**src/rtl/core/jsc_pkg.sv**
```systemverilog
// types and constants shared by the fixed json schema checker modules
package jsc_pkg;

   localparam int unsigned BYTE_W  = 8;
   localparam int unsigned COUNT_W = 16;

   localparam logic [BYTE_W-1:0] CHR_OPEN_BRACE  = 8'h7B;
   localparam logic [BYTE_W-1:0] CHR_CLOSE_BRACE = 8'h7D;
   localparam logic [BYTE_W-1:0] CHR_COLON       = 8'h3A;
   localparam logic [BYTE_W-1:0] CHR_COMMA       = 8'h2C;
   localparam logic [BYTE_W-1:0] CHR_QUOTE       = 8'h22;
   localparam logic [BYTE_W-1:0] CHR_ZERO        = 8'h30;
   localparam logic [BYTE_W-1:0] CHR_NINE        = 8'h39;
   localparam logic [BYTE_W-1:0] CHR_SPACE       = 8'h20;
   localparam logic [BYTE_W-1:0] CHR_TAB         = 8'h09;
   localparam logic [BYTE_W-1:0] CHR_NEWLINE     = 8'h0A;
   localparam logic [BYTE_W-1:0] CHR_RETURN      = 8'h0D;

   typedef enum logic [12:0] {
      PH_OPEN   = 13'b0_0000_0000_0001,
      PH_KEY1   = 13'b0_0000_0000_0010,
      PH_COLON1 = 13'b0_0000_0000_0100,
      PH_VAL1   = 13'b0_0000_0000_1000,
      PH_COMMA  = 13'b0_0000_0001_0000,
      PH_KEY2   = 13'b0_0000_0010_0000,
      PH_COLON2 = 13'b0_0000_0100_0000,
      PH_DIG1   = 13'b0_0000_1000_0000,
      PH_DIG2   = 13'b0_0001_0000_0000,
      PH_DIG3   = 13'b0_0010_0000_0000,
      PH_CLOSE  = 13'b0_0100_0000_0000,
      PH_DONE   = 13'b0_1000_0000_0000,
      PH_ERROR  = 13'b1_0000_0000_0000
   } phase_type;

   typedef struct packed {
      phase_type          phase;
      logic [COUNT_W-1:0] count;
      logic               finished;
   } parse_state_type;

   typedef struct packed {
      logic               syntax_valid;
      logic               rejected;
      logic [COUNT_W-1:0] bytes_counted;
   } result_type;

endpackage

```
**src/rtl/core/jsc_step.sv**
```systemverilog
// one byte of parse: next phase, saturating count and result decision
module jsc_step import jsc_pkg::*; (
   input  logic [BYTE_W-1:0]  data_byte,
   input  logic               first_of_stream,
   input  logic               last_of_stream,
   input  logic [COUNT_W-1:0] count_cap,
   input  parse_state_type    state_cur,
   output parse_state_type    state_next,
   output logic               emit,
   output result_type         result
);

   parse_state_type base;
   phase_type       phase_step;
   logic            is_space;
   logic            is_digit;

   always_comb begin
      is_space = (data_byte == CHR_SPACE) || (data_byte == CHR_TAB) ||
                 (data_byte == CHR_NEWLINE) || (data_byte == CHR_RETURN);
      is_digit = (data_byte >= CHR_ZERO) && (data_byte <= CHR_NINE);
   end

   always_comb begin
      if (first_of_stream) begin
         base.phase    = PH_OPEN;
         base.count    = '0;
         base.finished = 1'b0;
      end else begin
         base = state_cur;
      end
   end

   always_comb begin
      unique case (base.phase)
         PH_OPEN:   phase_step = (data_byte == CHR_OPEN_BRACE) ? PH_KEY1 : PH_ERROR;
         PH_KEY1:   phase_step = (data_byte == CHR_QUOTE) ? PH_COLON1 : PH_ERROR;
         PH_COLON1: phase_step = (data_byte == CHR_COLON) ? PH_VAL1 : PH_COLON1;
         PH_VAL1:   phase_step = (data_byte == CHR_QUOTE) ? PH_COMMA : PH_VAL1;
         PH_COMMA: begin
            if (data_byte == CHR_COMMA) begin
               phase_step = PH_KEY2;
            end else if (data_byte == CHR_CLOSE_BRACE) begin
               phase_step = PH_DONE;
            end else begin
               phase_step = PH_COMMA;
            end
         end
         PH_KEY2:   phase_step = (data_byte == CHR_QUOTE) ? PH_COLON2 : PH_KEY2;
         PH_COLON2: phase_step = (data_byte == CHR_COLON) ? PH_DIG1 : PH_COLON2;
         PH_DIG1:   phase_step = is_digit ? PH_DIG2 : PH_ERROR;
         PH_DIG2:   phase_step = is_digit ? PH_DIG3 : PH_ERROR;
         PH_DIG3:   phase_step = is_digit ? PH_CLOSE : PH_ERROR;
         PH_CLOSE:  phase_step = (data_byte == CHR_CLOSE_BRACE) ? PH_DONE : PH_ERROR;
         default:   phase_step = base.phase;
      endcase
   end

   always_comb begin
      state_next = base;
      emit       = 1'b0;
      if (!base.finished) begin
         if (base.count < count_cap) begin
            state_next.count = base.count + COUNT_W'(1);
         end
         if (!is_space) begin
            state_next.phase = phase_step;
         end
         emit = (state_next.phase == PH_DONE) || (state_next.phase == PH_ERROR) ||
                last_of_stream;
         state_next.finished = emit;
      end

      result.syntax_valid  = (state_next.phase == PH_DONE);
      result.rejected      = (state_next.phase == PH_ERROR);
      result.bytes_counted = state_next.count;
   end

endmodule

```
**config.mk**
```make
export PLATFORM = sky130hd
export DESIGN_NAME = jsc_step
export DESIGN_NICKNAME = d
export VERILOG_FILES = /design/src/rtl/core/jsc_pkg.sv /design/src/rtl/core/jsc_step.sv
export SDC_FILE = /design/constraint.sdc
export NUM_CORES = 1
export LEC_CHECK = 0
export ABC_AREA = 1
export BUFFER_PORTS_ARGS = -buffer_cell sky130_fd_sc_hd__clkbuf_2
export CAP_MARGIN = 15
export CORE_UTILIZATION = 40
export DETAILED_ROUTE_END_ITERATION = 8
export PLACE_DENSITY = 0.71
export RECOVER_POWER = 25
export SLEW_MARGIN = 0
export SYNTH_ARGS = -nofsm -noshare
export SYNTH_HDL_FRONTEND = slang
export SYNTH_SLANG_ARGS = --single-unit
```
**constraint.sdc**
```tcl
create_clock -name vclk -period 6.3
set_clock_uncertainty 0.05 [all_clocks]
set_input_delay 1.89 -clock vclk [all_inputs]
set_output_delay 1.89 -clock vclk [all_outputs]
set_load 0.005 [all_outputs]
```
* Word level (Yosys, flattened, before mapping)
Cells that the tools add are included.
** Operators by class
- Add/subtract/negate cells :: 1
- Magnitude comparators :: 3
- Equality and inequality tests :: 24
- Mux-type cells :: 19
- Reduce and logical (&&, ||, !) cells :: 6
** Operators with widths (number)
- $pmux W13 S11 :: 1
- $mux W13 :: 8
- $mux W30 :: 2
- $eq A8 B6 Y1 const B :: 4
- $eq A13 B12 Y1 const B :: 2
- $eq A13 B13 Y1 const B :: 2
- $eq A8 B4 Y1 const B :: 3
- $mux W12 :: 2
- $add A16 B1 Y16 const B :: 1
- $eq A8 B7 Y1 const B :: 2
- $lt A16 B16 Y1 :: 1
- $mux W16 :: 1
- $eq A13 B1 Y1 const B :: 1
- $eq A13 B10 Y1 const B :: 1
- $eq A13 B11 Y1 const B :: 1
- $eq A13 B2 Y1 const B :: 1
- $eq A13 B3 Y1 const B :: 1
- $eq A13 B4 Y1 const B :: 1
- $eq A13 B5 Y1 const B :: 1
- $eq A13 B6 Y1 const B :: 1
- $eq A13 B7 Y1 const B :: 1
- $eq A13 B8 Y1 const B :: 1
- $eq A13 B9 Y1 const B :: 1
- $ge A8 B6 Y1 const B :: 1
- 8 further kinds :: 12
** Storage, ports and cells
- Flip-flop bits (word level) :: 0
- Input bits :: 56
- Output and inout bits :: 49
- Logic and storage cells :: 53

* Longest topological paths before layout
Gate-level depths: netlist (run 1).
- Depth after elaboration :: 11
- Gate-level depth with buffers :: 19
- Depth with buffers taken out :: 17

* Worst setup path before layout (run 1)
OpenSTA, ideal clock, no wires.
- Path type :: input-to-output
- Start :: in first_of_stream
- End :: out state_next[5] in the netlist's numbering
- Data arrival time :: 4.105 ns
- Data required time :: 4.360 ns
- Path slack :: 0.255 ns
- Stages on the path :: 16
- Path buffers :: 4
- Cells stage by stage :: buf_6 inv_6 buf_8 buf_6 nand2_1 inv_1 ha_1 nand2_1 nor2_1 a211oi_1 o221a_2 nand2_1 nor2_1 nand2_1 xnor2_1 buf_4
** RTL lines
- start: declaration :: RTL line jsc_step.sv:4 : input logic first_of_stream,
- end: declaration :: RTL line jsc_step.sv:8 : output parse_state_type state_next,

==> out/results.ini, run 1 <==
[run_status]
outcome = completed

[global_route]
grt_use_total_pct = 22.1
grt_pass1_vias = 2717
grt_max_degree = 22
grt_antenna_before_repair = 0
grt_pass1_wl_um = 11200
grt_overflow = 0

[timing]
min_period_ns = 6.09
fin_crit_sh_pct = 96.6
setup_ws_ns = 0.212
drv_slew = 0
whs_ns = 4.02
fmax_mhz = 164
setup_viol = 0
hold_violations = 0
slew_headroom_pct = 67.2
worst_pin_slew_ns = 0.488

[final_layout]
multi_input_area_mm2 = 0.00176
drive_above_1_share_pct = 26.7
fillers = 568
finalCoreUtilization_pct = 52.9
n_clock_buffer = 0
diodes = 0
finalNetCount = 603
seq_cells = 0
syn2layout_area_growth_pct = 24.4
seqCellArea_um2 = 0

[worst_setup_path]
crit_chain = buf_6 -> clkinv_8 -> buf_4 -> nand2_1 -> nand3_1 -> nor2_4 -> buf_4 -> nand2_2 -> nor2_2 -> nor2_4 -> nand3_4 -> nand2_4 -> nand2_1 -> nand2_1 -> nand2_1 -> nand3_1 -> nor2_1 -> nand3_2 -> nor2_1 -> clkbuf_2
cp-end-kind = primary output
cp_slowest_cell = buf_4
crit_arrival_ns = 4.15
cpMostUsedCell = nand2_1
critPathMaxFanout = 18
crit_required_ns = 4.36
start_kind = input port
max_stage_delay_ns = 0.18
crit_type = input port to primary output

[synthesis]
synthCells = 438
synth_area_leaders = nand2_1 (20%), nor2_1 (13%), inv_1 (12%), ha_1 (9.0%), nand3_1 (8.1%)
yosysWarnings = 0
yosysTopAreaCell = nand2_1
yosys.cell_count.top_type = nand2_1
syn_avg_cell_area_um2 = 5.05
yosysSeqAreaShare_pct = 0
synth_area_mm2 = 0.00221
yosys-top-cells-count = nand2_1 (116), nor2_1 (78), inv_1 (72)
synth_fp_nets = 510
synthDistinctLibCells = 35
synth_top_area_share_pct = 19.7

[hold_path]
min_path_type = input port to primary output
min_to = state_next[0]
min_from = last_of_stream
min_path_cells = 4

[die]
chipHeight_um = 76.4
dieArea_mm2 = 0.00583
core_mm2 = 0.00520
ios = 105
initial_core_util_pct = 42.5
die_x_um = 76.4
rows = 26

[placed_design]
gp_congestion = 0.947
dp_slack_ns = -0.0147
dp_hpwl_um = 5560
portBuffers = 105

[routing]
vias_per_cell = 4.84
drt_iter0_markers = 196
drcViolationCount = 0
drtAntennaViolNets = 0
drt_pass1_iterations = 4
avgRoutedWirePerCell_um = 10.7
wl_um = 6420
vias = 2898

[pwr]
powerDensity_mw_per_mm2 = 60.0
leakage_nw = 1.67
peakVddDrop_mv = 0.0254
total_power_mw = 0.165

[clock_network]
postCtsHoldBufs = 0

[job]
cap_violations = 0

[layer usage]
layer  vias to the layer above  part of all wire (%)  track usage [%]
met5                         -                     0                0
met4                         0                  0.65             4.04
met3                         4                   5.9             1.44
met2                       116                    47             41.2
met1                      1234                    46             27.8
li1                       1544                     -                -
[power by group]
group          leakage (nW)  switching, mW  internal [mW]
Sequential                0              0              0
Clock                     0              0              0
Combinational          1.67         0.0981         0.0671
[kinds of logic after synthesis]
family	after synthesis	share of synthesized area, %
simple gates	267	53.0
xor+xnor	15	5.94
buf+inv	99	21.3
fa+ha+maj	16	9.05
compound gates	41	10.7
[cell type report]
class	count	area share (%)
inverter	75	10.8
tap	70	3.18
multi-input combinational	339	64.0
timing repair buffer	115	22.0
[timing repair]
item | CTS | global route
setup buffers | 4 | 0
gates resized for setup | 0 | 12
endpoints found under the setup margin | 2 | 32
endpoints found under the hold margin | 0 | 0
pin swaps | 1 | 3
[cell usage in the layout, fill, tap and decap left out, types with 2 or more instances in the layout]
cell	synthesis	layout
a21oi_1	14	14
buf_4	16	10
clkbuf_2	0	103
ha_1	16	16
inv_1	72	72
nand2_1	116	116
nand2_2	4	4
nand2_4	2	2
nand3_1	36	35
nand3b_1	2	2
nand4_1	7	7
nor2_1	78	76
nor2_2	2	3
nor2_4	3	4
nor3_1	9	9
nor4_1	3	3
o21ai_0	11	11
o21ai_1	5	4
o21ai_2	4	5
o22ai_1	3	3
or2_2	2	2
xnor2_1	4	4
xor2_1	11	11
[worst max-delay path, delay by kind of cell]
kind | cells | cell delay (ns)
buffers and inverters | 5 | 0.71
and+or+nand+nor | 15 | 1.53
[through the flow]
stage | cells | TNS, ns | instance area, um^2
6_report | 599 | 0 | 2750
3_3_place_gp | 595 | 0 | 2690
5_1_grt | 599 | -0.00128 | 2750
4_1_cts | 599 | 0 | 2720
3_5_place_dp | 595 | -0.0231 | 2690
2_1_floorplan | 438 | 0 | 2210
[worst max-delay path by stage]
stage	from	end	slack (ns)	depth (start not counted)
CTS	first_of_stream	result[16]	0.06	18
detailed placement	first_of_stream	result[16]	-0.01	17
finish	first_of_stream	result[17]	0.21	20
global route	first_of_stream	result[16]	-0.001	20
floorplan	first_of_stream	state_next[5]	0.26	16
global placement	first_of_stream	result[16]	0.01	17
(Power assumes the default switching activity.)
==> run 2: changes to the inputs <==
--- a/config.mk
+++ b/config.mk
@@ -8,9 +8,11 @@
 export ABC_AREA = 1
 export BUFFER_PORTS_ARGS = -buffer_cell sky130_fd_sc_hd__clkbuf_2
 export CAP_MARGIN = 15
-export CORE_UTILIZATION = 40
+export CELL_PAD_IN_SITES_DETAIL_PLACEMENT = 0
+export CELL_PAD_IN_SITES_GLOBAL_PLACEMENT = 2
+export CORE_UTILIZATION = 22
 export DETAILED_ROUTE_END_ITERATION = 8
-export PLACE_DENSITY = 0.71
+export PLACE_DENSITY_LB_ADDON = 0.1
 export RECOVER_POWER = 25
 export SLEW_MARGIN = 0
 export SYNTH_ARGS = -nofsm -noshare
==> run 2 against run 1 <==
Against the previous run: sequential share of layout area stayed put; worst hold slack better by 0.012 ns; largest power group unchanged; power is 6.1% higher; combinational power is 6% higher.
==> out/results.ini, run 2 (same netlist as run 1, synthesis figures left out) <==
[die]
ios = 105  ; unchanged
rows = 36  ; was 26
initial_core_util_pct = 22.6  ; was 42.5%
die_x_um = 102  ; was 76.4 um
chipHeight_um = 102  ; was 76.4 um
core_mm2 = 0.00977  ; was 0.00520 mm^2
dieArea_mm2 = 0.0105  ; was 0.00583 mm^2

[worst_setup_path]
crit_type = input port to primary output  ; unchanged
cp-end-kind = primary output  ; unchanged
start_kind = input port  ; unchanged
crit_required_ns = 4.36  ; about the same
crit_path_start = first_of_stream  ; unchanged
critPathMaxFanout = 22  ; was 18
crit_end = result[17]  ; unchanged
crit_arrival_ns = 4.11  ; was 4.15 ns

[placed_design]
gp_congestion = 0.784  ; was 0.947
dp_slack_ns = 0.150  ; was -0.0147 ns
dp_hpwl_um = 6780  ; was 5560 um
portBuffers = 105  ; unchanged

[timing]
min_period_ns = 6.05  ; was 6.09 ns
worst_pin_slew_ns = 0.435  ; was 0.488 ns
setup_viol = 0  ; unchanged
drv_slew = 0  ; unchanged
hold_violations = 0  ; unchanged
fmax_mhz = 165  ; was 164 MHz
fin_crit_sh_pct = 96.1  ; was 96.6%
slew_headroom_pct = 70.9  ; was 67.2%
whs_ns = 4.03  ; was 4.02 ns
setup_tns_ns = 0  ; unchanged
setup_ws_ns = 0.247  ; was 0.212 ns

[final_layout]
drive_above_1_share_pct = 29.9  ; was 26.7%
finalNetCount = 616  ; was 603
multi_input_area_mm2 = 0.00180  ; was 0.00176 mm^2
final_common_cell = nand2_1  ; unchanged
seqCellArea_um2 = 0  ; unchanged
n_clock_buffer = 0  ; unchanged
diodes = 0  ; unchanged
fillers = 1168  ; was 568
seq_cells = 0  ; unchanged
final_cell_mix = nand2_1 (114), clkbuf_2 (104), nor2_1 (76)  ; was nand2_1 (116), clkbuf_2 (103), nor2_1 (76)
syn2layout_area_growth_pct = 33.9  ; was 24.4%
finalCoreUtilization_pct = 30.3  ; was 52.9%

[run_status]
outcome = completed  ; unchanged

[job]
cap_violations = 0  ; unchanged

[global_route]
grt_antenna_before_repair = 0  ; unchanged
grt_max_degree = 23  ; was 22
grt_util_met1_pct = 18.2  ; was 27.8%
grt_pass1_wl_um = 12500  ; was 11,200 um
use_met2_pct = 29.5  ; was 41.2%
grt_overflow = 0  ; unchanged
grt_use_met3_pct = 0.547  ; was 1.44%
grt_pass1_vias = 2703  ; was 2,717
top_usage_layer = met2  ; unchanged
grt_use_total_pct = 14.9  ; was 22.1%

[routing]
drt_iter0_markers = 74  ; was 196
wl_um = 7880  ; was 6420 um
drtAntennaViolNets = 0  ; unchanged
drcViolationCount = 0  ; unchanged
vias = 2899  ; was 2,898
drt_pass1_iterations = 4  ; unchanged
vias_per_cell = 4.29  ; was 4.84
avgRoutedWirePerCell_um = 11.7  ; was 10.7 um

[pwr]
peakVddDrop_mv = 0.0193  ; was 0.0254 mV
leakage_nw = 1.76  ; was 1.67 nW
powerDensity_mw_per_mm2 = 59.2  ; was 60.0 mW/mm^2
total_power_mw = 0.175  ; was 0.165 mW

[hold_path]
min_path_type = input port to primary output  ; unchanged
min_path_cells = 4  ; unchanged

[clock_network]
postCtsHoldBufs = 0  ; unchanged

run 2: cell count changes in the layout (fill, tap and decap cells not counted), moves of 2 or more:
cell,previous run,this run
xnor2_1,4,1
buf_2,0,2
xor2_2,0,2
xor2_1,11,9
nand2_2,4,6
xnor2_2,0,3
buf_4,10,19
nand2_1,116,114
run 2: repair_timing:
action | in CTS | in global routing
resized for setup | 0 | 19
endpoints found under the setup margin | 0 | 28
setup buffers | 0 | 3
run 2: worst max-delay path, stage by stage:
cell and delay [ns]:
clkbuf_4 0.19, clkinv_8 0.13, nand2_1 0.13, nand3_1 0.13, nor2_4 0.12, buf_4 0.15
nand2_2 0.06, nor2_1 0.14, nor2_2 0.09, nand3_4 0.15, nand2_4 0.11, o21ai_1 0.19
nand3_1 0.10, nor2_1 0.14, nand3_1 0.15, nor2_1 0.12, clkbuf_2 0.12
run 2: final cells by class:
class	instances	share of cell area, %
well taps	133	5.62
repair inverters	1	0.253
inverters	75	10.1
multi-input cells	339	60.7
repair buffers	127	23.4
run 2: worst min path at each step:
stage	from	end	slack, ns
2_1_floorplan	state_cur[25]	state_next[25]	3.84
3_3_place_gp	last_of_stream	state_next[0]	4.03
3_5_place_dp	last_of_stream	state_next[0]	4.03
4_1_cts	last_of_stream	state_next[0]	4.03
5_1_grt	last_of_stream	emit	4.07
6_report	last_of_stream	state_next[0]	4.03
run 2: metal layers:
metal | up-vias | share of wire [%]
met3 | 4 | 3.3
met4 | 0 | 0.75
met5 | - | 0
met2 | 62 | 52
met1 | 1260 | 44
li1 | 1573 | -
run 2: through the flow:
step,area [um^2],cells
3_3_place_gp,2860,670
2_1_floorplan,2210,438
3_5_place_dp,2860,670
4_1_cts,2860,670
5_1_grt,2960,675
6_report,2960,675
run 2: where the power goes:
group          internal (mW)  switching [mW]
Clock                      0               0
Combinational         0.0718           0.103
Sequential                 0               0
Total                 0.0718           0.103
==> run 3: changes to the inputs <==
--- a/config.mk
+++ b/config.mk
@@ -5,12 +5,12 @@
 export SDC_FILE = /design/constraint.sdc
 export NUM_CORES = 1
 export LEC_CHECK = 0
-export ABC_AREA = 1
 export BUFFER_PORTS_ARGS = -buffer_cell sky130_fd_sc_hd__clkbuf_2
 export CAP_MARGIN = 15
 export CELL_PAD_IN_SITES_DETAIL_PLACEMENT = 0
 export CELL_PAD_IN_SITES_GLOBAL_PLACEMENT = 2
-export CORE_UTILIZATION = 22
+export CORE_MARGIN = 3
+export CORE_UTILIZATION = 25
 export DETAILED_ROUTE_END_ITERATION = 8
 export PLACE_DENSITY_LB_ADDON = 0.1
 export RECOVER_POWER = 25
==> run 3 against run 2 <==
Against the previous run: combinational power shrank 3%; critical path depth shrank 6; sequential share of layout area is the same; die area shrank 5.3%; critical endpoint is now result[16].
==> out/results.ini, run 3 <==
[pwr]
sequentialPowerShare_pct = 0  ; about the same
leakage_nw = 1.52  ; was 1.76 nW
peakVddDrop_mv = 0.0169  ; was 0.0193 mV
p_int_mw = 0.0789  ; was 0.0718 mW
p_sw_mw = 0.0915  ; was 0.103 mW
powerDensity_mw_per_mm2 = 54.5  ; was 59.2 mW/mm^2
clockPowerShare_pct = 0  ; about the same
switching_share_pct = 53.7  ; was 59.0%
total_power_mw = 0.170  ; was 0.175 mW
p_comb_share_pct = 100.0  ; about the same

[final_layout]
fillers = 944  ; was 1,168
finalNetCount = 529  ; was 616
seqCellArea_um2 = 0  ; unchanged
n_clock_buffer = 0  ; unchanged
drive_above_1_share_pct = 42.6  ; was 29.9%
seq_cells = 0  ; unchanged
syn2layout_area_growth_pct = 43.1  ; was 33.9%
final_common_cell = clkbuf_2  ; was nand2_1
final_cell_mix = clkbuf_2 (103), buf_4 (49), inv_1 (29)  ; was nand2_1 (114), clkbuf_2 (104), nor2_1 (76)
diodes = 0  ; unchanged

[synthesis]
yosysSeqAreaShare_pct = 0  ; unchanged
yosys-top-cells-count = inv_1 (29), nor2_1 (28), nand2_1 (24)  ; was nand2_1 (116), nor2_1 (78), inv_1 (72)
synth_area_leaders = ha_1 (9.2%), nor2b_1 (6.3%), buf_4 (6.2%), inv_1 (5.0%), nand4_1 (4.9%)  ; was nand2_1 (20%), nor2_1 (13%), inv_1 (12%), ha_1 (9.0%), nand3_1 (8.1%)
yosysTopAreaCell = ha_1  ; was nand2_1
synth_fp_nets = 403  ; was 510
yosys.cell_count.top_type = inv_1  ; was nand2_1
synth_top_area_share_pct = 9.16  ; was 19.7%
synthCells = 331  ; was 438
synthDistinctLibCells = 64  ; was 35
syn_avg_cell_area_um2 = 6.60  ; was 5.05 um^2
synth_area_mm2 = 0.00219  ; was 0.00221 mm^2
yosysWarnings = 0  ; unchanged

[worst_setup_path]
critPathMaxFanout = 8  ; was 22
crit_end = result[16]  ; was result[17]
cpMostUsedCell = clkbuf_2
crit_type = input port to primary output  ; unchanged
crit_required_ns = 4.36  ; about the same
crit_arrival_ns = 4.27  ; was 4.11 ns
crit_chain = clkbuf_2 -> or4_4 -> nor4_4 -> a311oi_2 -> o211ai_4 -> buf_4 -> o21a_4 -> mux2_1 -> o211ai_1 -> nor3_2 -> clkbuf_2  ; was clkbuf_4 -> clkinv_8 -> nand2_1 -> nand3_1 -> nor2_4 -> buf_4 -> nand2_2 -> nor2_1 -> nor2_2 -> nand3_4 -> nand2_4 -> o21ai_1 -> nand3_1 -> nor2_1 -> nand3_1 -> nor2_1 -> clkbuf_2
cp_slowest_cell = or4_4  ; was clkbuf_4
cp-end-kind = primary output  ; unchanged
max_stage_delay_ns = 0.55  ; was 0.19 ns
start_kind = input port  ; unchanged
crit_path_start = state_cur[28]  ; was first_of_stream

[die]
chipHeight_um = 99.5  ; was 102 um
rows = 33  ; was 36
ios = 105  ; unchanged
core_mm2 = 0.00834  ; was 0.00977 mm^2
die_x_um = 99.5  ; was 102 um
initial_core_util_pct = 26.2  ; was 22.6%
dieArea_mm2 = 0.00990  ; was 0.0105 mm^2

[timing]
drv_slew = 0  ; unchanged
hold_violations = 0  ; unchanged
fin_crit_sh_pct = 98.6  ; was 96.1%
fmax_mhz = 161  ; was 165 MHz
slew_headroom_pct = 69.5  ; was 70.9%
rsz0062_at_grt = no
setup_viol = 0  ; unchanged
whs_ns = 4.01  ; was 4.03 ns
setup_tns_ns = 0  ; unchanged
min_period_ns = 6.21  ; was 6.05 ns
worst_pin_slew_ns = 0.453  ; was 0.435 ns

[routing]
avgRoutedWirePerCell_um = 15.0  ; was 11.7 um
drcViolationCount = 0  ; unchanged
vias_per_cell = 5.16  ; was 4.29
drt_iter0_markers = 82  ; was 74
wl_um = 8370  ; was 7880 um
drtAntennaViolNets = 0  ; unchanged
drt_pass1_iterations = 4  ; unchanged
vias = 2892  ; was 2,899

[global_route]
grt_antenna_before_repair = 0  ; unchanged
grt_overflow = 0  ; unchanged
grt_max_degree = 14  ; was 23
grt_pass1_vias = 2729  ; was 2,703
grt_pass1_wl_um = 13300  ; was 12,500 um
grt_use_total_pct = 16.0  ; was 14.9%

[run_status]
outcome = completed  ; unchanged

[placed_design]
portBuffers = 105  ; unchanged
dp_hpwl_um = 7310  ; was 6780 um
gp_congestion = 0.836  ; was 0.784

[job]
cap_violations = 0  ; unchanged

[clock_network]
postCtsHoldBufs = 0  ; unchanged

[hold_path]
min_path_type = input port to primary output  ; unchanged

[run 3: final cells by class]
class / count / area [um^2] / share of cell area (%)
multi-input combinational: 270 / 1980 / 63.4
timing repair buffer: 156 / 903 / 28.9
tap: 105 / 131 / 4.20
inverter: 29 / 109 / 3.48
[run 3: power by group through the flow]
| stage | logic (mW) | clock network [mW] | registers, mW |
|---|---|---|---|
| after floorplan | 0.0972 | 0 | 0 |
| after global placement | 0.169 | 0 | 0 |
| after detailed placement | 0.168 | 0 | 0 |
| after CTS | 0.169 | 0 | 0 |
| after global routing | 0.190 | 0 | 0 |
| final | 0.170 | 0 | 0 |
[run 3: worst min-delay path by stage]
| stage | start | to | slack (ns) | depth (start not counted) |
|---|---|---|---|---|
| 2_1_floorplan | last_of_stream | state_next[0] | 3.82 | 2 |
| 3_3_place_gp | last_of_stream | state_next[0] | 4.02 | 4 |
| 3_5_place_dp | last_of_stream | state_next[0] | 4.03 | 4 |
| 4_1_cts | last_of_stream | state_next[0] | 4.03 | 4 |
| 5_1_grt | last_of_stream | state_next[0] | 4.04 | 4 |
| 6_report | last_of_stream | state_next[0] | 4.01 | 4 |
[run 3: kinds of logic after synthesis]
kind of cell	count (synthesis)	share of synthesized area [%]
AO/OA/AOI/OAI	71	24.7
XOR/XNOR	11	4.41
adder cells (fa/ha/maj)	16	9.16
buffers and inverters	61	14.1
multiplexers	7	3.61
AND/OR/NAND/NOR	165	44.0
[run 3: worst max-delay path, delay by kind of cell]
kind	cells	cell delay [ns]
muxes	1	0.34
buffers and inverters	3	0.48
AOI/OAI and AO/OA	4	0.59
and+or+nand+nor	3	0.97
[run 3: metrics by stage]
stage / cells / util, % / cell area, um^2 / setup slack, ns
after floorplan: 331 / - / 2250 / 0.00733
after global placement: 557 / 36.7 / 3060 / -0.0168
after detailed placement: 557 / 36.7 / 3060 / -0.0133
after CTS: 557 / 36.8 / 3070 / 0.0214
after global routing: 560 / 37.5 / 3130 / 0.00242
final: 560 / 37.5 / 3130 / 0.0869
[run 3: per-layer routing]
layer | track usage, % | share of wire, % | vias to the layer above | wire length [um]
li1 | - | - | 1470 | -
met4 | 1.37 | 1.1 | 0 | 89
met2 | 30.1 | 49 | 103 | 4120
met1 | 20.8 | 44 | 1311 | 3670
met5 | 0 | 0 | - | 0
met3 | 0.631 | 5.8 | 8 | 485
[run 3: what timing repair did]
item,in CTS,in global routing
setup buffers,0,3
pin swaps,0,3
setup endpoints to repair,6,27
gates resized for setup,2,12
